File: src/sv/cursor_list_engine_core_assert.svh
// Assertion macros for the cursor list engine.
`ifndef CURSOR_LIST_ENGINE_CORE_ASSERT_SVH
`define CURSOR_LIST_ENGINE_CORE_ASSERT_SVH

// Same-cycle implication, checked on every clock edge out of reset.
`define CLE_ASSERT_IMPL(lbl, ante, cons, msg) \
    lbl: assert property (@(posedge clk) disable iff (!rst_n) (ante) |-> (cons)) \
        else $error(msg);

// Next-cycle implication.
`define CLE_ASSERT_NEXT(lbl, ante, cons, msg) \
    lbl: assert property (@(posedge clk) disable iff (!rst_n) (ante) |=> (cons)) \
        else $error(msg);

`endif

File: src/sv/cle_pkg.sv
// Shared types and constants of the cursor list engine.
package cle_pkg;

    localparam int NODES      = 64;
    localparam int VALUE_BITS = 32;
    localparam int IDX_W      = $clog2(NODES + 1);
    localparam int ADDR_W     = $clog2(NODES);
    localparam int CNT_W      = 7;
    localparam int ACT_W      = 4;
    localparam int STS_W      = 2;
    localparam int OUT_BITS   = CNT_W + 4 + 3 * VALUE_BITS;
    localparam int OUT_W      = ((OUT_BITS + 7) / 8) * 8;

    localparam logic [IDX_W-1:0] NIL = IDX_W'(NODES);

    typedef enum logic [ACT_W-1:0] {
        ACT_INS_FRONT  = 4'd0,
        ACT_INS_BACK   = 4'd1,
        ACT_INS_BEFORE = 4'd2,
        ACT_INS_AFTER  = 4'd3,
        ACT_DEL_FRONT  = 4'd4,
        ACT_DEL_BACK   = 4'd5,
        ACT_DEL_CURSOR = 4'd6,
        ACT_FIRST      = 4'd7,
        ACT_LAST       = 4'd8,
        ACT_PREV       = 4'd9,
        ACT_NEXT       = 4'd10,
        ACT_CLEAR      = 4'd11,
        ACT_QUERY      = 4'd12
    } act_t;

    typedef enum logic [STS_W-1:0] {
        STS_OK      = 2'd0,
        STS_PRECOND = 2'd1,
        STS_FULL    = 2'd2
    } sts_t;

    typedef enum logic [3:0] {
        S_IDLE,
        S_RD_X,
        S_RD_FH,
        S_EXEC,
        S_WR2,
        S_RD_HEAD,
        S_RD_TAIL,
        S_RD_CUR,
        S_FIN
    } state_t;

    typedef struct packed {
        logic capture;
        logic rd_x;
        logic rd_fh;
        logic exec;
        logic wr2;
        logic rd_head;
        logic rd_tail;
        logic rd_cur;
        logic load;
    } cmd_t;

    typedef struct packed {
        logic out_free;
    } dp_stat_t;

endpackage

File: src/sv/cursor_list_engine_core.sv
// Cursor list engine: a doubly linked list of values with one cursor.
// The sequencer walks the node memories one port step a time and takes no new item until the
// result is loaded; it waits to load while the result register is held.
// Reset (rst_n low, asynchronous): empty list, cursor off, empty free chain, no result pending.
// Node memories are not cleared; a clear action restores the reset state in one step.
module cursor_list_engine_core (
    input  logic         clk,
    input  logic         rst_n,
    input  logic         s_tvalid,
    output logic         s_tready,
    input  logic [31:0]  s_tdata,   // value[31:0]
    input  logic [3:0]   s_tuser,   // action[3:0]
    output logic         m_tvalid,
    input  logic         m_tready,
    // count[6:0], empty_res[7], cursor_off[8], cursor_at_front[9], cursor_at_back[10],
    // front_value[42:11], back_value[74:43], cursor_value[106:75], zero[111:107]
    output logic [111:0] m_tdata,
    output logic [1:0]   m_tuser    // status[1:0]
);
    import cle_pkg::*;

    cmd_t     cmd;
    dp_stat_t stat;

    cle_ctrl u_ctrl (
        .clk      (clk),
        .rst_n    (rst_n),
        .in_valid (s_tvalid),
        .in_ready (s_tready),
        .stat     (stat),
        .cmd      (cmd)
    );

    cle_dp u_dp (
        .clk        (clk),
        .rst_n      (rst_n),
        .cmd        (cmd),
        .in_action  (s_tuser),
        .in_value   (s_tdata),
        .out_ready  (m_tready),
        .stat       (stat),
        .out_valid  (m_tvalid),
        .out_data   (m_tdata),
        .out_status (m_tuser)
    );

`include "cursor_list_engine_core_assert.svh"

    `CLE_ASSERT_NEXT(a_busy_after_accept, s_tvalid && s_tready, !s_tready, "accepted while busy")
    `CLE_ASSERT_NEXT(a_load_shows, cmd.load, m_tvalid, "result not shown after load")
    `CLE_ASSERT_IMPL(a_count_range, m_tvalid, m_tdata[6:0] <= 7'd64, "count above pool size")
    `CLE_ASSERT_IMPL(a_empty_match, m_tvalid, m_tdata[7] == (m_tdata[6:0] == 7'd0), "empty flag")

endmodule

File: src/sv/cle_ctrl.sv
// Sequencer of the cursor list engine.
module cle_ctrl (
    input  logic              clk,
    input  logic              rst_n,
    input  logic              in_valid,
    output logic              in_ready,
    input  cle_pkg::dp_stat_t stat,
    output cle_pkg::cmd_t     cmd
);
    import cle_pkg::*;

    state_t state_reg;
    state_t state_next;

    always_ff @(posedge clk or negedge rst_n)
    begin
        if (!rst_n)
        begin
            state_reg <= S_IDLE;
        end
        else
        begin
            state_reg <= state_next;
        end
    end

    always_comb
    begin
        state_next = state_reg;
        case (state_reg)
            S_IDLE:    if (in_valid) state_next = S_RD_X;
            S_RD_X:    state_next = S_RD_FH;
            S_RD_FH:   state_next = S_EXEC;
            S_EXEC:    state_next = S_WR2;
            S_WR2:     state_next = S_RD_HEAD;
            S_RD_HEAD: state_next = S_RD_TAIL;
            S_RD_TAIL: state_next = S_RD_CUR;
            S_RD_CUR:  state_next = S_FIN;
            S_FIN:     if (stat.out_free) state_next = S_IDLE;
            default:   state_next = S_IDLE;
        endcase
    end

    always_comb
    begin
        cmd      = '0;
        in_ready = 1'b0;
        case (state_reg)
            S_IDLE:
            begin
                in_ready    = 1'b1;
                cmd.capture = in_valid;
            end
            S_RD_X:    cmd.rd_x    = 1'b1;
            S_RD_FH:   cmd.rd_fh   = 1'b1;
            S_EXEC:    cmd.exec    = 1'b1;
            S_WR2:     cmd.wr2     = 1'b1;
            S_RD_HEAD: cmd.rd_head = 1'b1;
            S_RD_TAIL: cmd.rd_tail = 1'b1;
            S_RD_CUR:  cmd.rd_cur  = 1'b1;
            S_FIN:     cmd.load    = stat.out_free;
            default:   cmd         = '0;
        endcase
    end

endmodule

File: src/sv/cle_dp.sv
// Datapath of the cursor list engine: node memories, list registers, result register.
module cle_dp (
    input  logic                              clk,
    input  logic                              rst_n,
    input  cle_pkg::cmd_t                     cmd,
    input  logic [cle_pkg::ACT_W-1:0]         in_action,
    input  logic signed [cle_pkg::VALUE_BITS-1:0] in_value,
    input  logic                              out_ready,
    output cle_pkg::dp_stat_t                 stat,
    output logic                              out_valid,
    output logic [cle_pkg::OUT_W-1:0]         out_data,
    output logic [cle_pkg::STS_W-1:0]         out_status
);
    import cle_pkg::*;

    logic [VALUE_BITS-1:0] mem_val  [NODES];
    logic [IDX_W-1:0]      mem_next [NODES];
    logic [IDX_W-1:0]      mem_prev [NODES];

    logic [VALUE_BITS-1:0] val_q;
    logic [IDX_W-1:0]      next_q;
    logic [IDX_W-1:0]      prev_q;
    logic [IDX_W-1:0]      val_ra, next_ra, prev_ra;

    logic                  val_we, next_we, prev_we;
    logic [IDX_W-1:0]      val_wa, next_wa, prev_wa;
    logic [VALUE_BITS-1:0] val_wd;
    logic [IDX_W-1:0]      next_wd, prev_wd;

    logic [IDX_W-1:0] head_reg, tail_reg, cur_reg, fh_reg, nu_reg;
    logic [IDX_W-1:0] head_next, tail_next, cur_next, fh_next, nu_next;
    logic [CNT_W-1:0] cnt_reg, cnt_next;

    logic [ACT_W-1:0]      act_reg;
    logic [VALUE_BITS-1:0] value_reg;
    logic [IDX_W-1:0]      x_next_reg, x_prev_reg;
    logic [STS_W-1:0]      sts_reg, sts_next;
    logic [VALUE_BITS-1:0] front_reg, back_reg;

    logic             w2n_en_reg, w2n_en_next, w2p_en_reg, w2p_en_next;
    logic [IDX_W-1:0] w2n_a_reg, w2n_a_next, w2n_d_reg, w2n_d_next;
    logic [IDX_W-1:0] w2p_a_reg, w2p_a_next, w2p_d_reg, w2p_d_next;

    logic                  ex_val_we, ex_next_we, ex_prev_we;
    logic [IDX_W-1:0]      ex_val_wa, ex_next_wa, ex_prev_wa, ex_next_wd, ex_prev_wd;

    logic                  out_valid_reg;
    logic [OUT_W-1:0]      out_data_reg;
    logic [STS_W-1:0]      out_status_reg;

    function automatic logic is_node(input logic [IDX_W-1:0] i);
        return i < NIL;
    endfunction

    // Read ports
    always_comb
    begin
        next_ra = cur_reg;
        prev_ra = cur_reg;
        val_ra  = cur_reg;
        if (cmd.rd_x)
        begin
            case (act_reg)
                ACT_DEL_FRONT: begin next_ra = head_reg; prev_ra = head_reg; end
                ACT_DEL_BACK:  begin next_ra = tail_reg; prev_ra = tail_reg; end
                default:       begin next_ra = cur_reg;  prev_ra = cur_reg;  end
            endcase
        end
        if (cmd.rd_fh)   next_ra = fh_reg;
        if (cmd.rd_head) val_ra  = head_reg;
        if (cmd.rd_tail) val_ra  = tail_reg;
    end

    always_ff @(posedge clk)
    begin
        val_q  <= mem_val[val_ra[ADDR_W-1:0]];
        next_q <= mem_next[next_ra[ADDR_W-1:0]];
        prev_q <= mem_prev[prev_ra[ADDR_W-1:0]];
        if (val_we)  mem_val[val_wa[ADDR_W-1:0]]   <= val_wd;
        if (next_we) mem_next[next_wa[ADDR_W-1:0]] <= next_wd;
        if (prev_we) mem_prev[prev_wa[ADDR_W-1:0]] <= prev_wd;
    end

    // Action logic, evaluated in the execute step
    always_comb
    begin
        logic [IDX_W-1:0] a, b, n;
        logic do_ins, do_del, on;
        a = NIL; b = NIL; n = NIL;
        do_ins = 1'b0; do_del = 1'b0;
        on = is_node(cur_reg);
        head_next = head_reg; tail_next = tail_reg; cur_next = cur_reg;
        fh_next = fh_reg; nu_next = nu_reg; cnt_next = cnt_reg;
        sts_next = STS_OK;
        ex_val_we = 1'b0; ex_next_we = 1'b0; ex_prev_we = 1'b0;
        ex_val_wa = NIL; ex_next_wa = NIL; ex_prev_wa = NIL;
        ex_next_wd = NIL; ex_prev_wd = NIL;
        w2n_en_next = 1'b0; w2n_a_next = NIL; w2n_d_next = NIL;
        w2p_en_next = 1'b0; w2p_a_next = NIL; w2p_d_next = NIL;
        case (act_reg)
            ACT_INS_FRONT:  begin b = head_reg; do_ins = 1'b1; end
            ACT_INS_BACK:   begin a = tail_reg; do_ins = 1'b1; end
            ACT_INS_BEFORE:
                if (on) begin a = x_prev_reg; b = cur_reg; do_ins = 1'b1; end
                else sts_next = STS_PRECOND;
            ACT_INS_AFTER:
                if (on) begin a = cur_reg; b = x_next_reg; do_ins = 1'b1; end
                else sts_next = STS_PRECOND;
            ACT_DEL_FRONT:  begin n = head_reg; do_del = 1'b1; end
            ACT_DEL_BACK:   begin n = tail_reg; do_del = 1'b1; end
            ACT_DEL_CURSOR:
                if (on) begin n = cur_reg; do_del = 1'b1; end
                else sts_next = STS_PRECOND;
            ACT_FIRST:
                if (cnt_reg != '0) cur_next = head_reg;
                else sts_next = STS_PRECOND;
            ACT_LAST:
                if (cnt_reg != '0) cur_next = tail_reg;
                else sts_next = STS_PRECOND;
            ACT_PREV:
                if (on) cur_next = x_prev_reg;
                else sts_next = STS_PRECOND;
            ACT_NEXT:
                if (on) cur_next = x_next_reg;
                else sts_next = STS_PRECOND;
            ACT_CLEAR:
            begin
                head_next = NIL; tail_next = NIL; cur_next = NIL;
                fh_next = NIL; nu_next = '0; cnt_next = '0;
            end
            ACT_QUERY: sts_next = STS_OK;
            default:   sts_next = STS_PRECOND;
        endcase

        if (do_ins)
        begin
            // Take from the free chain first, then from untouched nodes
            if (cnt_reg >= CNT_W'(NODES))
            begin
                sts_next = STS_FULL;
            end
            else if (is_node(fh_reg))
            begin
                n = fh_reg;
                fh_next = next_q;
            end
            else if (nu_reg < NIL)
            begin
                n = nu_reg;
                nu_next = nu_reg + IDX_W'(1);
            end
            else
            begin
                sts_next = STS_FULL;
            end
            if (sts_next == STS_OK)
            begin
                ex_val_we = 1'b1; ex_val_wa = n;
                ex_next_we = 1'b1; ex_next_wa = n; ex_next_wd = b;
                ex_prev_we = 1'b1; ex_prev_wa = n; ex_prev_wd = a;
                if (is_node(a)) begin w2n_en_next = 1'b1; w2n_a_next = a; w2n_d_next = n; end
                else head_next = n;
                if (is_node(b)) begin w2p_en_next = 1'b1; w2p_a_next = b; w2p_d_next = n; end
                else tail_next = n;
                if (cnt_reg == '0) cur_next = n;
                cnt_next = cnt_reg + CNT_W'(1);
            end
        end

        if (do_del)
        begin
            if (!is_node(n) || cnt_reg == '0)
            begin
                sts_next = STS_PRECOND;
            end
            else
            begin
                a = x_prev_reg;
                b = x_next_reg;
                if (is_node(a)) begin ex_next_we = 1'b1; ex_next_wa = a; ex_next_wd = b; end
                else head_next = b;
                if (is_node(b)) begin ex_prev_we = 1'b1; ex_prev_wa = b; ex_prev_wd = a; end
                else tail_next = a;
                if (cur_reg == n) cur_next = NIL;
                cnt_next = cnt_reg - CNT_W'(1);
                // return the node to the free chain
                w2n_en_next = 1'b1; w2n_a_next = n; w2n_d_next = fh_reg;
                fh_next = n;
            end
        end
    end

    // Write ports
    always_comb
    begin
        val_we  = cmd.exec & ex_val_we;
        val_wa  = ex_val_wa;
        val_wd  = value_reg;
        next_we = 1'b0; next_wa = ex_next_wa; next_wd = ex_next_wd;
        prev_we = 1'b0; prev_wa = ex_prev_wa; prev_wd = ex_prev_wd;
        if (cmd.exec)
        begin
            next_we = ex_next_we;
            prev_we = ex_prev_we;
        end
        else if (cmd.wr2)
        begin
            next_we = w2n_en_reg; next_wa = w2n_a_reg; next_wd = w2n_d_reg;
            prev_we = w2p_en_reg; prev_wa = w2p_a_reg; prev_wd = w2p_d_reg;
        end
    end

    always_ff @(posedge clk or negedge rst_n)
    begin
        if (!rst_n)
        begin
            head_reg <= NIL; tail_reg <= NIL; cur_reg <= NIL;
            fh_reg <= NIL; nu_reg <= '0; cnt_reg <= '0;
            w2n_en_reg <= 1'b0; w2p_en_reg <= 1'b0;
            out_valid_reg <= 1'b0;
        end
        else
        begin
            if (cmd.exec)
            begin
                head_reg <= head_next; tail_reg <= tail_next; cur_reg <= cur_next;
                fh_reg <= fh_next; nu_reg <= nu_next; cnt_reg <= cnt_next;
                w2n_en_reg <= w2n_en_next; w2p_en_reg <= w2p_en_next;
            end
            if (cmd.load) out_valid_reg <= 1'b1;
            else if (out_ready) out_valid_reg <= 1'b0;
        end
    end

    always_ff @(posedge clk)
    begin
        if (cmd.capture)
        begin
            act_reg   <= in_action;
            value_reg <= in_value;
        end
        if (cmd.rd_fh)
        begin
            x_next_reg <= next_q;
            x_prev_reg <= prev_q;
        end
        if (cmd.exec)
        begin
            sts_reg   <= sts_next;
            w2n_a_reg <= w2n_a_next; w2n_d_reg <= w2n_d_next;
            w2p_a_reg <= w2p_a_next; w2p_d_reg <= w2p_d_next;
        end
        if (cmd.rd_tail) front_reg <= val_q;
        if (cmd.rd_cur)  back_reg  <= val_q;
        if (cmd.load)
        begin
            out_status_reg <= sts_reg;
            out_data_reg   <= {
                (OUT_W - OUT_BITS)'(0),
                is_node(cur_reg) ? val_q : VALUE_BITS'(0),
                (cnt_reg != '0) ? back_reg : VALUE_BITS'(0),
                (cnt_reg != '0) ? front_reg : VALUE_BITS'(0),
                is_node(cur_reg) && (cur_reg == tail_reg),
                is_node(cur_reg) && (cur_reg == head_reg),
                !is_node(cur_reg),
                cnt_reg == '0,
                cnt_reg
            };
        end
    end

    assign stat.out_free = !out_valid_reg || out_ready;
    assign out_valid     = out_valid_reg;
    assign out_data      = out_data_reg;
    assign out_status    = out_status_reg;

endmodule
File: config.mk
export PLATFORM = sky130hd
export DESIGN_NAME = cursor_list_engine_core
export DESIGN_NICKNAME = d
export VERILOG_FILES = /design/src/sv/cle_pkg.sv /design/src/sv/cursor_list_engine_core.sv /design/src/sv/cle_ctrl.sv /design/src/sv/cle_dp.sv
export VERILOG_INCLUDE_DIRS = /design/src /design/src/sv
export SDC_FILE = /design/constraint.sdc
export NUM_CORES = 2
export LEC_CHECK = 0
export BUFFER_PORTS_ARGS = -buffer_cell sky130_fd_sc_hd__buf_2
export CAP_MARGIN = 20
export CORE_UTILIZATION = 55
export CTS_CLUSTER_DIAMETER = 50
export DETAILED_ROUTE_END_ITERATION = 7
export PLACE_DENSITY = 0.8
export SYNTH_ARGS = -nofsm -noshare
export SYNTH_HDL_FRONTEND = slang
export SYNTH_HIERARCHICAL = 1
export SYNTH_SLANG_ARGS = --single-unit
File: constraint.sdc
create_clock -name clk -period 16.9 [get_ports clk]
set_input_delay 1.69 -clock clk [delete_from_list [all_inputs] [get_ports clk]]
set_output_delay 1.69 -clock clk [all_outputs]
set_load 0.02 [all_outputs]
==> summary.md <==
| Metric | Value |
|---|---|
| Core Footprint | 233,000 um^2 |
| Initial antenna violation count | 40 |
| Max FFs per register | 2,048 |
| RSZ-0062 raised after global routing | no |
| Comb power frac | 0.327 |
| Fill cell count | 14,900 |
| Lkg Pwr | 47.5 nW |
| Hold path cells | 0 |
| Layout area overhead | 12.5% |
| Worst-Margin Slew | 1.29 ns |
| Slew HR | 0.143 |
| Final worst-path cycle share | 0.385 |
| H-tree Lvls | 5 |
| Synth warn | 6 |
| WP data required | 17.76 ns |
| Sw Ratio | 0.339 |
| Die ar. | 237,000 um^2 |
| Max incr delay on CP | 0.90 ns |
| Peak supply drop | 214 uV |
| Clock transition at path regs | 0.06 ns |
| ANT nets after route | 0 |
| Post-synthesis sequential area ratio | 0.758 |
| Pre-CTS setup slack | 10.11 ns |
| Worst hold path class | reg -> reg |
| Detailed Place HPWL | 190,000 um |
| Congestion Overflow GR | 0 |
| Crit. End Element | register |
| R2R Path End | u_dp/val_q[20] |
| Max clock buf depth | 4 |
| Die height | 487 um |
| Power per cell area | 177 nW/um^2 |
| CTS tree | built |
| Yosys cell types | 90 |
| Net switching power | 8.74 mW |
| Post-CTS Hold Buffers | 0 |
| DR iter-0 viols | 12,700 |
| Most frequent cells in the layout | edfxtp_1 (3,195), mux4_2 (618), mux2i_1 (480), nand2_1 (390), clkbuf_16 (346) |
| Post-Syn Area per Cell | 19.3 um^2 |
| EDFF count, synth | 3,195 |
| Largest net degree at the start of global routing | 121 |
| Initial Util | 0.555 |
| Leading cell type in the layout, fill and taps excluded | edfxtp_1 |
| Via count of the first global-routing pass | 71,300 |
| Cell with the most instances on the worst path | buf_4 |
| Pins over their slew limit | 0 |
| All-Layer GR Usage | 0.299 |
| Site Rows | 177 |
| Fin Setup TNS | 0 ns |
| Postcts setup bufs | 0 |
| FF-to-FF path depth | 13 |
| R2r setup slk | 10.39 ns |
| CTS buffer count | 344 |
| Final core utilization | 0.624 |
| Status | completed |
| Finished Layout Cells | 10,400 |
| Via count | 71,900 |
| IO Port Bufs | 150 |
| R2R Path Start | u_ctrl/state_reg[3] |
| Top Ports | 156 |
| Clock root buffer | clkbuf_16 |
| Layout cells sized above 1 | 0.223 |
| Max Clk Rate | 154 MHz |
| Sink Count | 3,290 |
| Worst-path cell chain | nand2b_1 > nor2_1 > mux2i_1 > o21ai_4 > buf_4 > buf_4 > buf_4 > buf_4 > buf_16 > mux4_2 > mux2i_1 > o22ai_1 > or4_1 |
| # resized after CTS | 0 |
| Total Wirelength | 355,000 um |
| # Max-Cap Violations | 0 |
| CP Max Fanout | 47 |
| Final Worst Setup Slack | 10.39 ns |
| Cell Area, Synth | 129,000 um^2 |
| Worst-Skew Late Latency | 1.01 ns |
| HP Start | u_dp/prev_q[5] |
| Clock power share | 0.284 |
| Hold Crit Endpoint | u_dp/x_prev_reg[5] |
| Sequential power share | 0.390 |
| Residual DRC | 0 |
| Power Internal | 17.0 mW |
| #FFs+latches synth | 3,290 |
| Element type at the critical path start | register |
| Pre-antenna DRT Iters | 8 |
| Routed length per placed instance | 34.0 um |
| Post-synth ARST share | 0.0149 |
| Crit path time final | 6.51 ns |
| DP Cell Count | 9,814 |
| Clk_skew | 0.0849 ns |
| Global-route wire length before repair | 504,000 um |
| Post-layout nets | 7,079 |
| Die W | 487 um |
| CP max-delay cell | buf_4 |
| Endpoints failing setup | 0 |
| Syn Inst Count | 6,708 |
| Gpl congestion | 0.933 |
| Arr. time, crit path | 7.38 ns |
| Final hold violations | 0 |
| Setup Crit Path Kind | reg -> reg |
| Via/cell ratio | 6.88 |
| Most used DFF post-synth | edfxtp_1 |
critical path: cells and delay by family, from the launching register on:
family / cells / cell delay [ns]
buf+inv: 5 / 3.04
simple gates: 3 / 1.39
mux: 3 / 1.09
flops: 1 / 0.47
compound gates: 2 / 0.32
per-stage QoR:
stage          total power [mW]  instance area [um^2]  hold slack (ns)
2_1_floorplan              15.5                129000            0.386
3_3_place_gp               18.0                135000            0.388
3_5_place_dp               18.2                135000            0.394
4_1_cts                    25.5                145000            0.396
5_1_grt                    26.4                146000            0.406
6_report                   25.8                146000            0.402
cell type report:
type / count / area (um^2) / share of cell area
clock buffer: 405 / 8910 / 0.0612
multi-input combinational: 3009 / 30300 / 0.208
sequential: 3290 / 98100 / 0.674
tap: 3132 / 3920 / 0.0269
clock inverter: 195 / 1800 / 0.0124
timing repair buffer: 361 / 2410 / 0.0166
antenna: 20 / 50.0 / 0.000344
inverter: 30 / 113 / 0.000773
power by group through the flow:
| stage | Combinational, mW | Clock (mW) | Sequential, mW |
|---|---|---|---|
| global route | 8.70 | 7.64 | 10.0 |
| floorplan | 5.41 | 0 | 10.1 |
| finish | 8.41 | 7.31 | 10.0 |
| detailed placement | 8.02 | 0 | 10.2 |
| global placement | 7.83 | 0 | 10.2 |
| CTS | 8.21 | 7.34 | 10.0 |
routing by layer:
layer,up-vias,global-route usage,wire (um)
met4,30,0.146,19500
li1,28100,-,-
met2,6309,0.452,163000
met1,36200,0.395,118000
met5,-,0,206
met3,1201,0.0924,55600
cell usage after synthesis (all sizes together), types with 41 or more instances:
cell type  number  area (um^2)
a21oi         148          741
and2           74          463
buf           173          880
clkbuf        210          788
dfrtp          45         1130
dfxtp          46          921
edfxtp       3195        95900
mux2i         485         4880
mux4          618        13900
nand2         392         1470
nand3          74          370
nor2          320         1200
nor2b          41          257
o21ai         108          567
o22ai         178         1120
worst max-delay path by stage:
stage,start,end,slack [ns],cells past startpoint
after global routing,u_ctrl/state_reg[3],u_dp/val_q[20],9.83,13
after floorplan,u_ctrl/state_reg[0],u_dp/mem_next[0][1],9.82,8
after detailed placement,u_ctrl/state_reg[3],u_dp/val_q[20],10.11,12
after CTS,u_ctrl/state_reg[3],u_dp/val_q[10],10.01,12
after global placement,u_ctrl/state_reg[3],u_dp/val_q[10],10.22,12
final,u_ctrl/state_reg[3],u_dp/val_q[20],10.39,13
cell families after synthesis:
group | Yosys count | synth area share
AOI/OAI and AO/OA | 768 | 0.0401
xor gates and xnor gates | 20 | 0.00135
adders and majority gates | 3 | 0.000290
buffers and inverters | 413 | 0.0138
DFF | 3290 | 0.758
muxes | 1140 | 0.149
other | 1 | 0.0000290
and+or+nand+nor | 1073 | 0.0378
No activity file was read; power rests on OpenSTA's default activity.
